`config.mk`:
```
export PLATFORM = sky130hd
export DESIGN_NAME = ehc_front
export DESIGN_NICKNAME = d
export VERILOG_FILES = /design/src/sv/ehc_pkg.sv /design/src/sv/ehc_front.sv
export SDC_FILE = /design/constraint.sdc
export NUM_CORES = 1
export LEC_CHECK = 0
export BUFFER_PORTS_ARGS = -buffer_cell sky130_fd_sc_hd__buf_4
export CAP_MARGIN = 20
export CORE_AREA = 5 5 83 54
export DETAILED_ROUTE_END_ITERATION = 6
export DIE_AREA = 0 0 88 59
export PLACE_DENSITY = 0.87
export REMOVE_ABC_BUFFERS = 1
export SLEW_MARGIN = 20
export SYNTH_ARGS = -nofsm -noshare
export SYNTH_HDL_FRONTEND = slang
export SYNTH_SLANG_ARGS = --single-unit
export TNS_END_PERCENT = 10
```
`constraint.sdc`:
```
create_clock -name vclk -period 2
set_clock_uncertainty 0.2 [all_clocks]
set_input_delay 0.1 -clock vclk [all_inputs]
set_output_delay 0.1 -clock vclk [all_outputs]
set_load 0.01 [all_outputs]
```
`src/sv/ehc_pkg.sv`:
```
`timescale 1ns / 1ps
// ----------------------------------------------------------------------------
// ehc_pkg
// Shared types and constants for the emboss height colorizer.
// ----------------------------------------------------------------------------
package ehc_pkg;

    localparam int MaxValue  = 255;
    localparam int QueueDepth = 2;

    typedef enum logic [2:0] {
        REG_MODE     = 3'd0,
        REG_HI_RED   = 3'd1,
        REG_HI_GREEN = 3'd2,
        REG_HI_BLUE  = 3'd3,
        REG_LO_RED   = 3'd4,
        REG_LO_GREEN = 3'd5,
        REG_LO_BLUE  = 3'd6
    } reg_index_t;

    localparam logic [2:0] MODE_HI     = 3'd1;
    localparam logic [2:0] MODE_LO     = 3'd2;
    localparam logic [2:0] MODE_HI_REV = 3'd3;
    localparam logic [2:0] MODE_BLEND  = 3'd4;

    typedef enum logic [2:0] {
        OP_CONST = 3'd0,
        OP_PASS  = 3'd1,
        OP_BLEND = 3'd2
    } op_t;

    typedef struct packed {
        op_t        op;
        logic [7:0] red;
        logic [7:0] green;
        logic [7:0] blue;
        logic [7:0] alpha;
        logic [7:0] g;
        logic [7:0] b;
    } cmd_t;

endpackage

```
`src/sv/ehc_front.sv`:
```
`timescale 1ns / 1ps
// ----------------------------------------------------------------------------
// ehc_front
// Classifies each pixel by mask and mode and forms a command.
// ----------------------------------------------------------------------------
module ehc_front
    import ehc_pkg::*;
(
    input  logic [2:0] mode,
    input  logic [7:0] hi_red,
    input  logic [7:0] hi_green,
    input  logic [7:0] hi_blue,
    input  logic [7:0] lo_red,
    input  logic [7:0] lo_green,
    input  logic [7:0] lo_blue,
    input  logic [7:0] in_red,
    input  logic [7:0] in_green,
    input  logic [7:0] in_blue,
    input  logic [7:0] in_alpha,
    output cmd_t       cmd
);

    localparam logic [7:0] MaxByte = 8'(MaxValue);

    always_comb
    begin
        cmd.op    = OP_CONST;
        cmd.red   = 8'd0;
        cmd.green = 8'd0;
        cmd.blue  = 8'd0;
        cmd.alpha = 8'd0;
        cmd.g     = in_green;
        cmd.b     = in_blue;
        if (in_red != 8'd0)
        begin
            case (mode)
                MODE_HI:
                begin
                    cmd.red = hi_red; cmd.green = hi_green; cmd.blue = hi_blue;
                    cmd.alpha = in_green;
                end
                MODE_LO:
                begin
                    cmd.red = lo_red; cmd.green = lo_green; cmd.blue = lo_blue;
                    cmd.alpha = in_blue;
                end
                MODE_HI_REV:
                begin
                    cmd.red = hi_red; cmd.green = hi_green; cmd.blue = hi_blue;
                    cmd.alpha = MaxByte - in_green;
                end
                MODE_BLEND:
                begin
                    if (in_green != 8'd0 && in_blue == 8'd0)
                    begin
                        cmd.red = hi_red; cmd.green = hi_green;
                        cmd.blue = hi_blue; cmd.alpha = in_green;
                    end
                    else if (in_green == 8'd0 && in_blue != 8'd0)
                    begin
                        cmd.red = lo_red; cmd.green = lo_green;
                        cmd.blue = lo_blue; cmd.alpha = in_blue;
                    end
                    else if (in_green != 8'd0)
                    begin
                        cmd.op = OP_BLEND;
                        cmd.red = hi_red; cmd.green = hi_green; cmd.blue = hi_blue;
                        cmd.alpha = 8'd0;
                    end
                end
                default:
                begin
                    cmd.red = in_red; cmd.green = in_green; cmd.blue = in_blue;
                    cmd.alpha = in_alpha;
                end
            endcase
        end
    end

endmodule

```
* After elaboration in Yosys (flattened, before gate mapping) *
Index checks and enable logic that the tools add are counted.
Widths: inputs -> output; s select.

storage, ports and cells
  register bits = 0
  latch bits = 0
  bits in writable memories = 0
  memory bits (read-only) = 0
  input bits = 83
  word-level logic and storage cells = 20
  memories kept = 0

cells by class
  $add $sub $neg = 1
  multiply operators = 0
  divide/modulo/power cells = 0
  magnitude comparators = 0
  eq/ne operators = 4
  shift operators = 0
  muxes and demuxes = 8
  bitwise operators = 0
  reductions and logical operators = 7

operators by type and width
  kind                 count
  $pmux 32 s4          1
  $mux 32              2
  $mux 35              1
  $mux 34              1
  $reduce_bool 8->1    3
  $logic_not 8->1      2
  $sub 8x8->8 const A  1
  $eq 3x2->1 const B   2
  $mux 2               2
  $eq 3x1->1 const B   1
  $eq 3x3->1 const B   1
  $mux 3               1
  $logic_and 1x1->1    2

* Longest topological paths before layout *
  word-level depth = 6
  gate-level depth with buffers = 6
  depth with buffers taken out = 4

* Least setup slack after synthesis *
OpenSTA, ideal clock, no wires.

  kind = in2out
  start point = input port in_blue[1]
  end point = output port cmd[16] (netlist bit)
  data arrival time = 1.480 ns
  data required time = 1.700 ns
  path slack = 0.220 ns
  cell stages on the path = 4
  path buffers = 0
  cells stage by stage = or4_1 a2111oi_4 a22oi_1 a21oi_1

RTL lines
  element      line             source
  from (decl)  ehc_front.sv:18  input logic [7:0] in_blue,
  to (decl)    ehc_front.sv:20  output cmd_t cmd

==> flow_summary.ini <==
[logic_synthesis]
synth_cell_type_count = 26
cells_after_synth = 230
synth-compound-area-share_pct = 51.42
synth.largest_area_cell = sky130_fd_sc_hd__o21ai_0
syn_area_per_cell_um2 = 5.766
yosysTopAreaCellShare_pct = 24.15
yosys.area_share.adder_pct = 0
synth_top_cells_by_area = sky130_fd_sc_hd__o21ai_0 (24%), sky130_fd_sc_hd__a31oi_1 (11%), sky130_fd_sc_hd__buf_4 (10%)
yosys_warnings = 0
synth.yosys.seq_area_share_pct = 0
synth_simple_gate_area_share_pct = 23.96
synthesis.area_mm2 = 0.001326
synth_mux_area_share_pct = 0
xor_xnor_share_of_the_synthesized_area_pct = 6.604
largest_family_of_logic_cells_by_synthesized_area = compound AO/OA/AOI/OAI gates

[worst_setup_path]
end_kind = primary output
required_ps = 1700
criticalPathCategory = in -> out
cp-endpoint = cmd[19]
timing.critical_path.buf_inv = 3
critPathLaunch = in_blue[4]
critical_path.slowest_cell = sky130_fd_sc_hd__or4_4
critical_path_depth = 7
worst_path_cell_chain = buf_4 -> or4_4 -> a2111oi_4 -> buf_4 -> a22oi_2 -> a21oi_2 -> buf_4
largest_fanout_on_the_critical_path = 4
critical_path.max_stage_delay_ps = 540
start_kind = input port
worstPathArrival_ps = 1720
worst_path_dominant_cell_family = compound AO/OA/AOI/OAI gates
cpMostUsedCell = sky130_fd_sc_hd__buf_4

[pwr]
power.share.combinational_pct = 100.0
power.sequential.fraction_pct = 0
switchingPower_w = 0.0002927
power.share.clock_pct = 0
power.ir.vdd_worst_v = 0.0001520
power_switching_share_pct = 46.02
intPower_w = 0.0003433
total_power_consumption_w = 0.0006360
leakagePower_nw = 1.062
power_per_cell_area_mw_per_mm2 = 257.8

[sta]
setup_viol_count_final = 3
setup_slack_ps = -22.61
worst_hold_slack_ps = 228.0
final_critical_path_required_period_ps = 2023
tns_ps = -52.66
rsz0062_at_grt = yes
pins_over_slew_limit = 0
final_worst_path_period_share_pct = 101.1
hold_violations = 0
clock.fmax_ghz = 0.4944

[detailed_routing]
antenna_left = 0
remaining_drc_errors = 0
dr.pass1.iters = 5
first_iter_violations = 164
routedWlPerCell_um = 17.01
route.vias.total = 2275
avgViaCountPerCell = 5.745
drt_wl_total_um = 6735

[clock_network]
cts_post_setup_buffers_inserted = 0

[run_status]
failed_checks = setup timing
run_status = complete, but fails checks

[global_routing]
global_route_wire_length_before_repair_um = 9839
first_global_vias = 2045
track_usage_pct = 22.78
grt_max_degree = 25
antenna_found_initial = 0
grt_overflow = 0

[floorplan]
placement_rows = 17
die_height_um = 59
design.die.area_mm2 = 0.005192
initial_core_util_pct = 36.90
pin_count = 134
floorplan.core_area_mm2 = 0.003595
die-width_um = 88

[placement]
post-place-cells = 396
numPortBuffers = 132
detailed_place.area_mm2 = 0.002400
dp_hpwl_um = 5163
place.gp.congestion = 0.8815

[cells_and_area]
sequential_cell_area_um2 = 0
num-clock-buffers = 0
diodes = 0
layout.cells.most_common_list = sky130_fd_sc_hd__buf_4 (157), sky130_fd_sc_hd__o21ai_0 (64), sky130_fd_sc_hd__nand2_1 (25)
area_growth_syn_to_layout_pct = 86.04
drive_above_1_share_pct = 52.44
mostFrequentLayoutCell = sky130_fd_sc_hd__buf_4
final.fill_count = 339
design_area_mm2 = 0.002467
design.final.nets = 434
seq_cell_count = 0
layout.cells.non_filler = 396

[hold_path]
timing.hold.worst.class = in -> out

[job]
max_cap_viol_count = 0
-- through the flow --
step	util [%]	worst slack, ps
final	68.64	-22.61
after global routing	68.64	-49.90
after CTS	67.14	-22.09
after detailed placement	66.76	-46.38
after global placement	66.76	31.90
after floorplan	-	-690.7
-- power groups by stage --
stage / clock network (W) / logic [W] / registers, W
detailed placement: 0 / 0.000620 / 0
finish: 0 / 0.000636 / 0
CTS: 0 / 0.000624 / 0
global route: 0 / 0.000687 / 0
global placement: 0 / 0.000612 / 0
floorplan: 0 / 0.000211 / 0
-- synthesized netlist by cell type (all sizes together) --
library cell,count
nor2,1
a2111oi,1
nand3,24
conb,1
nand2b,1
and3,1
nor3b,1
or4,2
a21oi,9
clkbuf,16
or2,1
buf,26
xor2,1
o21ai,64
a31oi,24
xnor2,9
a41oi,1
nand2,25
a22oi,8
nor4,4
and3b,1
or3b,1
a2bb2oi,8
-- timing repair --
| action | 4_1_cts | 5_1_grt |
|---|---|---|
| resized for setup | 3 | 14 |
| setup endpoints to repair | 8 | 30 |
| endpoints found under the hold margin | 0 | 0 |
| hold buffers | 0 | 0 |
| pin swaps | 2 | 11 |
-- area by class of cell --
type	instances	area (µm²)	share of cell area, %
Multi-Input combinational cell	189	1179	47.77
Timing Repair Buffer	160	1230	49.85
Tap cell	47	58.81	2.383
-- metal layers --
layer	GRT usage [%]	share of wire [%]	vias to the layer above
met2	38.20	47	140
met4	1.532	0.85	0
li1	-	-	1090
met5	0	0	-
met1	31.45	40	1039
met3	4.722	13	6
-- worst min path at each step --
stage | from | to | slack, ps | cells past startpoint
2_1_floorplan | in_blue[0] | cmd[0] | 0 | 0
3_5_place_dp | in_blue[3] | cmd[3] | 220 | 2
5_1_grt | in_blue[7] | cmd[7] | 240 | 2
3_3_place_gp | in_blue[3] | cmd[3] | 220 | 2
4_1_cts | in_blue[3] | cmd[3] | 230 | 2
6_report | in_blue[3] | cmd[3] | 230 | 2
-- cell families after synthesis --
| logic type | count (synthesis) |
|---|---|
| AO/OA/AOI/OAI | 115 |
| AND/OR/NAND/NOR | 62 |
| buffers and inverters | 42 |
| XOR/XNOR | 10 |
| other | 1 |
Power figures use the tool's default switching activity.
