$ cat src/sv/ehc_pkg.sv
`timescale 1ns / 1ps
// ----------------------------------------------------------------------------
// ehc_pkg
// Shared types and constants for the emboss height colorizer.
// ----------------------------------------------------------------------------
package ehc_pkg;

    localparam int MaxValue  = 255;
    localparam int QueueDepth = 2;

    typedef enum logic [2:0] {
        REG_MODE     = 3'd0,
        REG_HI_RED   = 3'd1,
        REG_HI_GREEN = 3'd2,
        REG_HI_BLUE  = 3'd3,
        REG_LO_RED   = 3'd4,
        REG_LO_GREEN = 3'd5,
        REG_LO_BLUE  = 3'd6
    } reg_index_t;

    localparam logic [2:0] MODE_HI     = 3'd1;
    localparam logic [2:0] MODE_LO     = 3'd2;
    localparam logic [2:0] MODE_HI_REV = 3'd3;
    localparam logic [2:0] MODE_BLEND  = 3'd4;

    typedef enum logic [2:0] {
        OP_CONST = 3'd0,
        OP_PASS  = 3'd1,
        OP_BLEND = 3'd2
    } op_t;

    typedef struct packed {
        op_t        op;
        logic [7:0] red;
        logic [7:0] green;
        logic [7:0] blue;
        logic [7:0] alpha;
        logic [7:0] g;
        logic [7:0] b;
    } cmd_t;

endpackage

$ cat src/sv/ehc_queue.sv
`timescale 1ns / 1ps
// ----------------------------------------------------------------------------
// ehc_queue
// Short FIFO of commands between classifier and blend pipeline.
// ----------------------------------------------------------------------------
module ehc_queue
    import ehc_pkg::*;
(
    input  logic clk,
    input  logic rst_n,
    input  logic push,
    input  cmd_t push_data,
    output logic full,
    input  logic pop,
    output cmd_t pop_data,
    output logic empty
);

    localparam int PtrW = $clog2(QueueDepth);

    cmd_t            mem [QueueDepth];
    logic [PtrW-1:0] wr_ptr_reg;
    logic [PtrW-1:0] rd_ptr_reg;
    logic [PtrW:0]   count_reg;

    assign full     = (count_reg == (PtrW+1)'(QueueDepth));
    assign empty    = (count_reg == '0);
    assign pop_data = mem[rd_ptr_reg];

    always_ff @(posedge clk)
    begin
        if (push)
        begin
            mem[wr_ptr_reg] <= push_data;
        end
    end

    always_ff @(posedge clk or negedge rst_n)
    begin
        if (!rst_n)
        begin
            wr_ptr_reg <= '0;
            rd_ptr_reg <= '0;
            count_reg  <= '0;
        end
        else
        begin
            if (push)
            begin
                wr_ptr_reg <= (wr_ptr_reg == PtrW'(QueueDepth-1)) ? '0 : wr_ptr_reg + 1'b1;
            end
            if (pop)
            begin
                rd_ptr_reg <= (rd_ptr_reg == PtrW'(QueueDepth-1)) ? '0 : rd_ptr_reg + 1'b1;
            end
            count_reg <= count_reg + (PtrW+1)'(push) - (PtrW+1)'(pop);
        end
    end

endmodule

$ cat config.mk
export PLATFORM = sky130hd
export DESIGN_NAME = ehc_queue
export DESIGN_NICKNAME = d
export VERILOG_FILES = /design/src/sv/ehc_pkg.sv /design/src/sv/ehc_queue.sv
export SDC_FILE = /design/constraint.sdc
export NUM_CORES = 1
export LEC_CHECK = 0
export CAP_MARGIN = 20
export CORE_MARGIN = 10
export CORE_UTILIZATION = 55
export DETAILED_ROUTE_END_ITERATION = 6
export DONT_BUFFER_PORTS = 1
export GPL_TIMING_DRIVEN = 0
export PLACE_DENSITY_LB_ADDON = 0.1
export SYNTH_ARGS = -nofsm -noshare
export SYNTH_HDL_FRONTEND = slang
export SYNTH_SLANG_ARGS = --single-unit
$ cat constraint.sdc
create_clock -name clk -period 7.4 [get_ports clk]
set_input_delay 1.11 -clock clk [delete_from_list [all_inputs] [get_ports clk]]
set_output_delay 1.11 -clock clk [all_outputs]
set_load 0.01 [all_outputs]
; After elaboration in Yosys (flattened, before gate mapping)
; Memory sizes are Yosys's and may differ from the RTL's.
; Index checks and enable logic that the tools add are counted.
[op_classes]
add_sub_neg = 4
eq_ne = 1
muxes = 4
reduce_logical = 1
[op_table]
columns = cell, count
row1 = 1-bit 2-to-1 mux, 4
row2 = "1-bit adder, second input constant", 2
row3 = 2-bit by 1-bit adder with 2-bit output, 1
row4 = "2-bit equality test, second input constant", 1
row5 = 2-bit logical NOT, 1
row6 = 2-bit by 1-bit subtractor with 2-bit output, 1
[word_totals]
register_bits = 4
mem_bits_rw = 102
in_bits = 55
output_inout_bits = 53
elab_cells = 14
mem_count = 1
[memory_table]
columns = name, depth, word_bits, rd, rd_ports_with_merged_regs, write_ports, line_no
row1 = mem, 2, 51, 1, 0, 1, ehc_queue.sv:21  ; cmd_t mem [QueueDepth];

; Longest topological paths before layout
; Gate-level depths: netlist of the first run.
[logic_depth]
word_depth = 2
mapped_depth = 5
depth_no_buf = 5

; Least setup slack after synthesis of the first run
; OpenSTA, ideal clock, no wires.
[synth_timing]
path_type = input to register
from = in push
to = mem mem[0][0] in the netlist's numbering (enable)
setup_ps = 466
arrival_ps = 3369
t_required_ps = 6934
path_slack_ps = 3565
path_stages = 1
path_buffers = 0
path_cell_list = nor2b_1
[synth_between]
elab_chain_cells = 2
[synth_lines]
columns = element, line_no
row1 = "start, declared", ehc_queue.sv:11  ; input logic push,
row2 = 1-bit 2-to-1 mux, ehc_queue.sv:32  ; if (push)
row3 = 1-bit 2-to-1 mux (not written as such), ehc_queue.sv:34  ; mem[wr_ptr_reg] <= push_data;
row4 = "end, declared", ehc_queue.sv:21
; No other way between the ends.

==> out/metrics.csv, run 1 <==
metric,value,unit
Cell Rows,31,
hpwl dp,4.85,mm
CTS tree,built,
"count leader, synth",edfxtp_1,
gr ovfl total,0,
TritonCTS Buffers,9,
Final period util,33.6,%
pin count of the biggest net entering global routing,30,
syn_nets,231,
worst skew pair latency,360,ps
top_reg_cell synth,edfxtp_1,
IO Pins,108,
Fin. Hold Viols,0,
top cell type's share of synthesized area,74.2,%
worst r2r dst,mem[0][0],
Sw Pwr,0.000503,W
worst min path class,in2async,
crit path from,rd_ptr_reg,
clock power share,18.6,%
post-placement cell area,4300,um^2
FF-to-FF path depth,2,
worst flop-to-flop path startpoint,wr_ptr_reg,
"setup slack, reg-to-reg",5770,ps
overall die height,107,um
DR vias,1563,
hold_ws,437,ps
synth-to-layout area growth,8.64,%
Sw Share,29.3,%
post-CTS resize count,0,
Setup-failing EPs final,0,
Flop pwr share,48.3,%
Syn Std Cell Area,4130,um^2
Die ar.,11400,um^2
Die X,107,um
max frequency,402,MHz
"Seq/Total Area, Yosys",76.6,%
run status,finished clean,
post-synth cell types,13,
Mapped Cells,174,
max cap viols,0,
Setup crit end kind,primary output,
ANT cells,0,
Setup Buffers After CTS,0,
setup_tns,0,ps
Comb power frac,33.0,%
crit path max fanout,10,
ratio of cells with drive above 1 in the final layout,40.1,%
H-tree levels,3,
Setup crit start kind,flip-flop,
first-pass GRT wire length,9.87,mm
Post-layout nets,244,
Final Slew Violations,0,
gr usage total,11.6,%
via/cell ratio,5.37,
Final ANT Viol Nets,0,
vias in the first global route,1694,
starting density of the core,56.6,%
peak supply drop,0.233,mV
hold_buf cts,0,
initial antenna violation count,0,
Mean Syn Cell Area,23.7,um^2
RSZ-0062 raised after global routing,no,
worst rel slew slack,52.7,%
Routed WL,6.54,mm
Final Cell Area,4490,um^2
Synth top cells by count,"edfxtp_1, mux2_4, buf_12",
Clock Sinks,106,
drt pass-1 iters,4,
routability cong.,0.600,
max reg flops,102,
CP Capture Point,pop_data[48],
Buffers on Ports,0,
root buffer cell,clkbuf_8,
Synth warnings,0,
Yosys top cell by area,edfxtp_1,
Worst Path Required,6290,ps
Worst EP arrival,1380,ps
Leakage,1.65,nW
Core Area,7290,um^2
number of synthesized flops with an enable pin,102,
drt wl/cell,22.5,um
clock-pin slew on the worst setup and hold paths,90,ps
min cycle time layout,2490,ps
DRC viols,0,
Worst Tran Pin Value,709,ps
DR iter-0 viols,61,
Synth Register Bits,106,
Cell Pwr Density,383,nW/um^2
ys async rst share,3.77,%
Crit Path Class,reg2out,
Layout Skew,8.34,ps
largest cells by area after synthesis,"edfxtp_1, mux2_4, buf_12",
CTS max path bufs,2,
Internal,0.00122,W
## logic make-up (layout without fill, tap and decap cells)
logic type | after synthesis | count (layout) | share of synthesized area, %
DFF | 106 | 106 | 76.6
and+or+nand+nor | 4 | 4 | 0.545
muxes | 51 | 51 | 18.4
adders and majority gates | 2 | 2 | 0.606
buffers and inverters | 8 | 26 | 2.88
xor gates and xnor gates | 3 | 3 | 1.00
## power groups by stage
stage               clock (W)  combinational [W]  sequential (W)
finish               0.000320           0.000568        0.000831
global route         0.000354           0.000609        0.000842
CTS                  0.000332           0.000588        0.000833
detailed placement          0           0.000587        0.000846
global placement            0           0.000558        0.000848
floorplan                   0           0.000484        0.000841
## how the worst min path moves through the flow
stage / startpoint / end / slack (ps) / cells after the start
2_1_floorplan: wr_ptr_reg / wr_ptr_reg / 450 / 1
3_3_place_gp: wr_ptr_reg / wr_ptr_reg / 470 / 1
3_5_place_dp: wr_ptr_reg / wr_ptr_reg / 540 / 1
4_1_cts: rst_n / count_reg[1] / 420 / 0
5_1_grt: rst_n / rd_ptr_reg / 410 / 0
6_report: rst_n / count_reg[1] / 440 / 0
## worst max-delay path, stage by stage (launching register included)
cell	delay (ps)
dfrtp_1	380
buf_6	160
buf_12	150
mux2_4	330
## layout by cell type, fill, tap and decap left out, types with 2 or more instances in the layout
cell,instances
clkinv_4,2
inv_6,3
dfrtp_1,4
inv_1,2
xor2_1,2
edfxtp_1,102
ha_1,2
clkbuf_8,9
mux2_2,2
mux2_4,49
buf_12,7
## routing by layer
layer / vias up / GRT usage (%) / share of wire [%]
li1: 704 / - / -
met4: 0 / 5.80 / 1.9
met3: 13 / 7.43 / 15
met1: 773 / 10.7 / 32
met2: 73 / 19.5 / 51
met5: - / 0 / 0
## stage by stage
| step | cells | power (W) | worst slack, ps | util [%] |
|---|---|---|---|---|
| global placement | 273 | 0.00141 | 2660 | 58.3 |
| detailed placement | 275 | 0.00143 | 5060 | 59.0 |
| floorplan | 174 | 0.00132 | 3560 | - |
| global route | 291 | 0.00180 | 4850 | 61.5 |
| finish | 291 | 0.00172 | 4910 | 61.5 |
| CTS | 291 | 0.00175 | 4880 | 61.5 |
## layout make-up
cell class                      instances  area [um^2]
Clock buffer                            9          124
Tap cell                               99          124
Buffer                                  6          111
Multi-Input combinational cell         60          856
Sequential cell                       106         3160
Fill cell                             530         2810
Clock inverter                          7         60.1
Timing Repair Buffer                    2         40.0
Inverter                                2         7.51
(Power assumes the default switching activity.)
==> run 2, diff against run 1 <==
==> constraint.sdc (replaced) <==
create_clock -name clk -period 2 [get_ports clk]
set_input_delay 0.3 -clock clk [delete_from_list [all_inputs] [get_ports clk]]
set_output_delay 0.3 -clock clk [all_outputs]
set_load 0.01 [all_outputs]
==> out/metrics.csv, run 2 (synthesis gave the netlist of run 1 again) <==
metric,value,unit
run status,finished clean,
Layout fillers,542,
Fin. Hold Viols,0,
RSZ-0062 raised after global routing,no,
"setup slack, reg-to-reg",370,ps
Setup Buffers After CTS,0,
"most common cell after layout, fill and taps aside",edfxtp_1,
gr usage total,11.8,%
synth-to-layout area growth,9.12,%
post-CTS resize count,0,
Final ANT Viol Nets,0,
gr ovfl total,0,
Final period util,83.8,%
drt pass-1 iters,4,
hold_sp,pop,
Worst EP arrival,1380,ps
Routed WL,6.76,mm
Cell Rows,31,
Cell Pwr Density,1430,nW/um^2
worst r2r dst,mem[0][20],
Crit Path Class,reg2out,
Leakage,1.64,nW
Layout Skew,4.28,ps
worst skew pair latency,350,ps
clock-pin slew on the worst setup and hold paths,90,ps
fin cells,292,
max cap viols,0,
Setup crit start kind,flip-flop,
Core Area,7290,um^2
peak supply drop,0.673,mV
Clock Sinks,106,
DR iter-0 viols,44,
IO Pins,108,
vias in the first global route,1685,
worst flop-to-flop path startpoint,wr_ptr_reg,
DR vias,1555,
H-tree levels,3,
most frequent cells in the layout,"edfxtp_1, mux2_4, clkbuf_8, buf_12, dfrtp_1",
DRC viols,0,
Die ar.,11400,um^2
root buffer cell,clkbuf_8,
ANT cells,0,
ratio of cells with drive above 1 in the final layout,39.4,%
CTS tree,built,
pin count of the biggest net entering global routing,28,
drt wl/cell,23.1,um
max reg flops,102,
Setup-failing EPs final,0,
starting density of the core,56.6,%
TritonCTS Buffers,9,
CTS max path bufs,2,
min cycle time layout,1680,ps
crit path max fanout,10,
crit path from,rd_ptr_reg,
Final Slew Violations,0,
Buffers on Ports,0,
first-pass GRT wire length,9.91,mm
Post-layout nets,245,
multi-input logic area,856,um^2
Setup crit end kind,primary output,
placed cell count,275,
Die X,107,um
overall die height,107,um
Hold EP,rd_ptr_reg,
setup_tns,0,ps
Hold Crit Depth,1,
routability cong.,0.627,
via/cell ratio,5.33,
max frequency,597,MHz
hpwl dp,4.90,mm
Worst Tran Pin Value,744,ps
Seq. cell area,3160,um^2
worst min path class,in2reg,
FF-to-FF path depth,2,
Final Core Density,61.8,%
worst rel slew slack,50.3,%
Worst Path Required,1700,ps
initial antenna violation count,0,
[run 2: cell types whose count changed in the layout (fill, tap and decap cells not counted), sizes merged]
cell and delta:
inv -4, clkinvlp +3, bufinv +1, dlygate4sd3 +1
[run 2: where the power goes]
part           internal (W)  leakage [nW]  switching, W
Combinational       0.00107         0.550       0.00105
Clock              0.000574        0.0889      0.000675
Sequential          0.00295          1.00      0.000122
[run 2: repair_timing]
item,4_1_cts,5_1_grt
endpoints found under the hold margin,4,0
hold buffers,1,0
endpoints found under the setup margin,0,0
[run 2: critical path, cell delays in order, from the launching register on]
cell and delay (ps):
dfrtp_1 390, buf_6 160, buf_12 160, mux2_4 330
[run 2: worst max-delay path by stage]
stage	slack (ps)	depth (start not counted)	to
2_1_floorplan	400	1	mem[0][0]
3_3_place_gp	80	1	mem[0][28]
3_5_place_dp	320	2	mem[0][27]
4_1_cts	290	3	pop_data[48]
5_1_grt	240	2	mem[0][23]
6_report	320	3	pop_data[7]
[run 2: layer usage]
metal  global-route usage (%)  vias up  share of wire, %
met5                        0        -                 0
met4                     5.90        0               1.5
met3                     7.60        9                14
met2                     19.8       72                54
met1                     10.8      770                31
li1                         -      704                 -
[run 2: area by class of cell]
class | count | share of cell area (%)
inverters | 2 | 0.167
clock buffers | 9 | 2.75
plain buffers | 6 | 2.47
well taps | 99 | 2.75
flip-flops and latches | 106 | 70.2
clock inverters | 7 | 1.56
multi-input cells | 60 | 19.0
repair buffers | 3 | 1.11
[run 2: through the flow]
stage,setup WS (ps),cell area [um^2],total power (W),hold slack [ps]
floorplan,397,4140,0.00489,4.41
global placement,80.1,4260,0.00519,4.61
detailed placement,323,4300,0.00530,4.67
CTS,288,4510,0.00656,6.36
global route,238,4510,0.00676,5.13
finish,325,4510,0.00644,31.9
==> run 3, diff against run 2 <==
==> constraint.sdc (replaced) <==
create_clock -name clk -period 1.5 [get_ports clk]
set_input_delay 0.225 -clock clk [delete_from_list [all_inputs] [get_ports clk]]
set_output_delay 0.225 -clock clk [all_outputs]
set_load 0.01 [all_outputs]
==> out/metrics.csv, run 3 (synthesis gave the netlist of run 1 again) <==
metric,value,unit
run status,"complete, but fails checks",
violated checks,negative setup slack,
CP dominant cell by count,buf_12,
vias in the first global route,1964,
CP Cell Sequence,buf_12 > buf_12 > mux2_4,
most frequent cells in the layout,"edfxtp_1, dlygate4sd3_1, mux2_4, clkbuf_8, buf_12",
Final Core Density,70.0,%
drt wl/cell,21.6,um
routability cong.,0.627,
Critical-path top delay cell,dfrtp_1,
Post-layout nets,302,
Final ANT Viol Nets,0,
clock-pin slew on the worst setup and hold paths,90,ps
worst min path class,in2reg,
gr usage total,13.2,%
Die X,107,um
Buffers on Ports,0,
DR vias,1785,
total power,0.00893,W
crit path from,rd_ptr_reg,
ANT cells,0,
Worst Path Required,1270,ps
Final Slew Violations,0,
Core Area,7290,um^2
min cycle time layout,1620,ps
DR iter-0 viols,69,
max cap viols,0,
gr ovfl total,0,
synth-to-layout area growth,23.6,%
Crit Path Class,reg2out,
max frequency,615,MHz
Worst Tran Pin Value,613,ps
Worst EP arrival,1400,ps
Die ar.,11400,um^2
Layout Skew,5.50,ps
Cell Rows,31,
CP peak stage delay,410,ps
Clock Sinks,106,
Layout fillers,491,
peak supply drop,0.980,mV
worst flop-to-flop path startpoint,wr_ptr_reg,
ratio of cells with drive above 1 in the final layout,32.0,%
root buffer cell,clkbuf_8,
Routed WL,7.54,mm
"most common cell after layout, fill and taps aside",edfxtp_1,
first-pass GRT wire length,11.3,mm
Setup crit start kind,flip-flop,
worst skew pair latency,350,ps
Setup-failing EPs final,49,
Fin. Hold Viols,0,
starting density of the core,56.6,%
CTS max path bufs,2,
DRC viols,0,
Setup crit end kind,primary output,
pin count of the biggest net entering global routing,28,
max reg flops,102,
setup slack after layout,-125,ps
initial antenna violation count,0,
TritonCTS Buffers,9,
H-tree levels,3,
IO Pins,108,
RSZ-0062 raised after global routing,yes,
worst rel slew slack,58.9,%
hpwl dp,4.90,mm
drt pass-1 iters,4,
CTS tree,built,
via/cell ratio,5.11,
hold_sp,push,
crit path max fanout,10,
Cell Pwr Density,1750,nW/um^2
Leakage,1.90,nW
overall die height,107,um
Final period util,108,%
## run 3: cell types whose count changed in the layout (fill, tap and decap cells not counted)
cell / delta
dlygate4sd3_1: +53
buf_4: +1
nor2b_2: +1
buf_16: +1
and2_4: +1
mux2_4: +2
buf_12: +1
buf_6: -1
mux2_2: -2
## run 3: layout make-up
| cell class | count | area [um^2] | share of cell area [%] |
|---|---|---|---|
| plain buffers | 6 | 120 | 2.35 |
| flip-flops and latches | 106 | 3160 | 62.0 |
| repair buffers | 58 | 616 | 12.1 |
| well taps | 99 | 124 | 2.43 |
| clock inverters | 7 | 70.1 | 1.37 |
| clock buffers | 9 | 124 | 2.43 |
| multi-input cells | 62 | 881 | 17.3 |
| inverters | 2 | 7.51 | 0.147 |
## run 3: critical path: cells and delay by family (launching register included)
family                 cells  cell delay (ps)
buffers and inverters      2              310
multiplexers               1              330
flip-flops                 1              410
## run 3: timing repair
action | in CTS | in global routing
endpoints found under the hold margin | 108 | 0
gates cloned | 1 | 2
setup endpoints to repair | 105 | 130
resized for setup | 5 | 1
hold buffers | 54 | 0
setup buffers | 0 | 1
pin swaps | 0 | 1
## run 3: worst paths after layout
check	to	slack, ps	cells past startpoint
hold / removal	count_reg[0]	30	1
min in group asynchronous	count_reg[1]	150	1
setup / recovery	pop_data[37]	-120	3
max in group asynchronous	rd_ptr_reg	1170	1
hold reg to reg	wr_ptr_reg	650	1
setup reg to reg	mem[1][20]	110	2
## run 3: per-stage QoR
step | instance area, um^2 | setup TNS, ps | std cells | setup slack (ps) | hold slack, ps
6_report | 5100 | -5530 | 349 | -125 | 28.5
5_1_grt | 5100 | -8350 | 349 | -181 | 7.88
4_1_cts | 5080 | -16180 | 346 | -191 | 3.20
3_5_place_dp | 4300 | -8220 | 275 | -177 | -70.3
3_3_place_gp | 4260 | -35350 | 273 | -420 | -70.4
2_1_floorplan | 4140 | -6010 | 174 | -103 | -70.6
## run 3: power breakdown
group / switching [W] / internal (W) / leakage [nW] / total (W)
Sequential: 0.000188 / 0.00393 / 1.00 / 0.00411
Combinational: 0.00148 / 0.00166 / 0.809 / 0.00314
Clock: 0.000907 / 0.000765 / 0.0889 / 0.00167
Total: 0.00258 / 0.00635 / 1.90 / 0.00893
## run 3: layer usage
layer | wire [um] | part of all wire [%] | up-vias | global-route usage (%)
met1 | 2500 | 33 | 890 | 12.9
met2 | 4290 | 57 | 65 | 23.7
li1 | - | - | 821 | -
met3 | 641 | 8.5 | 9 | 5.81
met4 | 106 | 1.4 | 0 | 5.90
met5 | 0 | 0 | - | 0
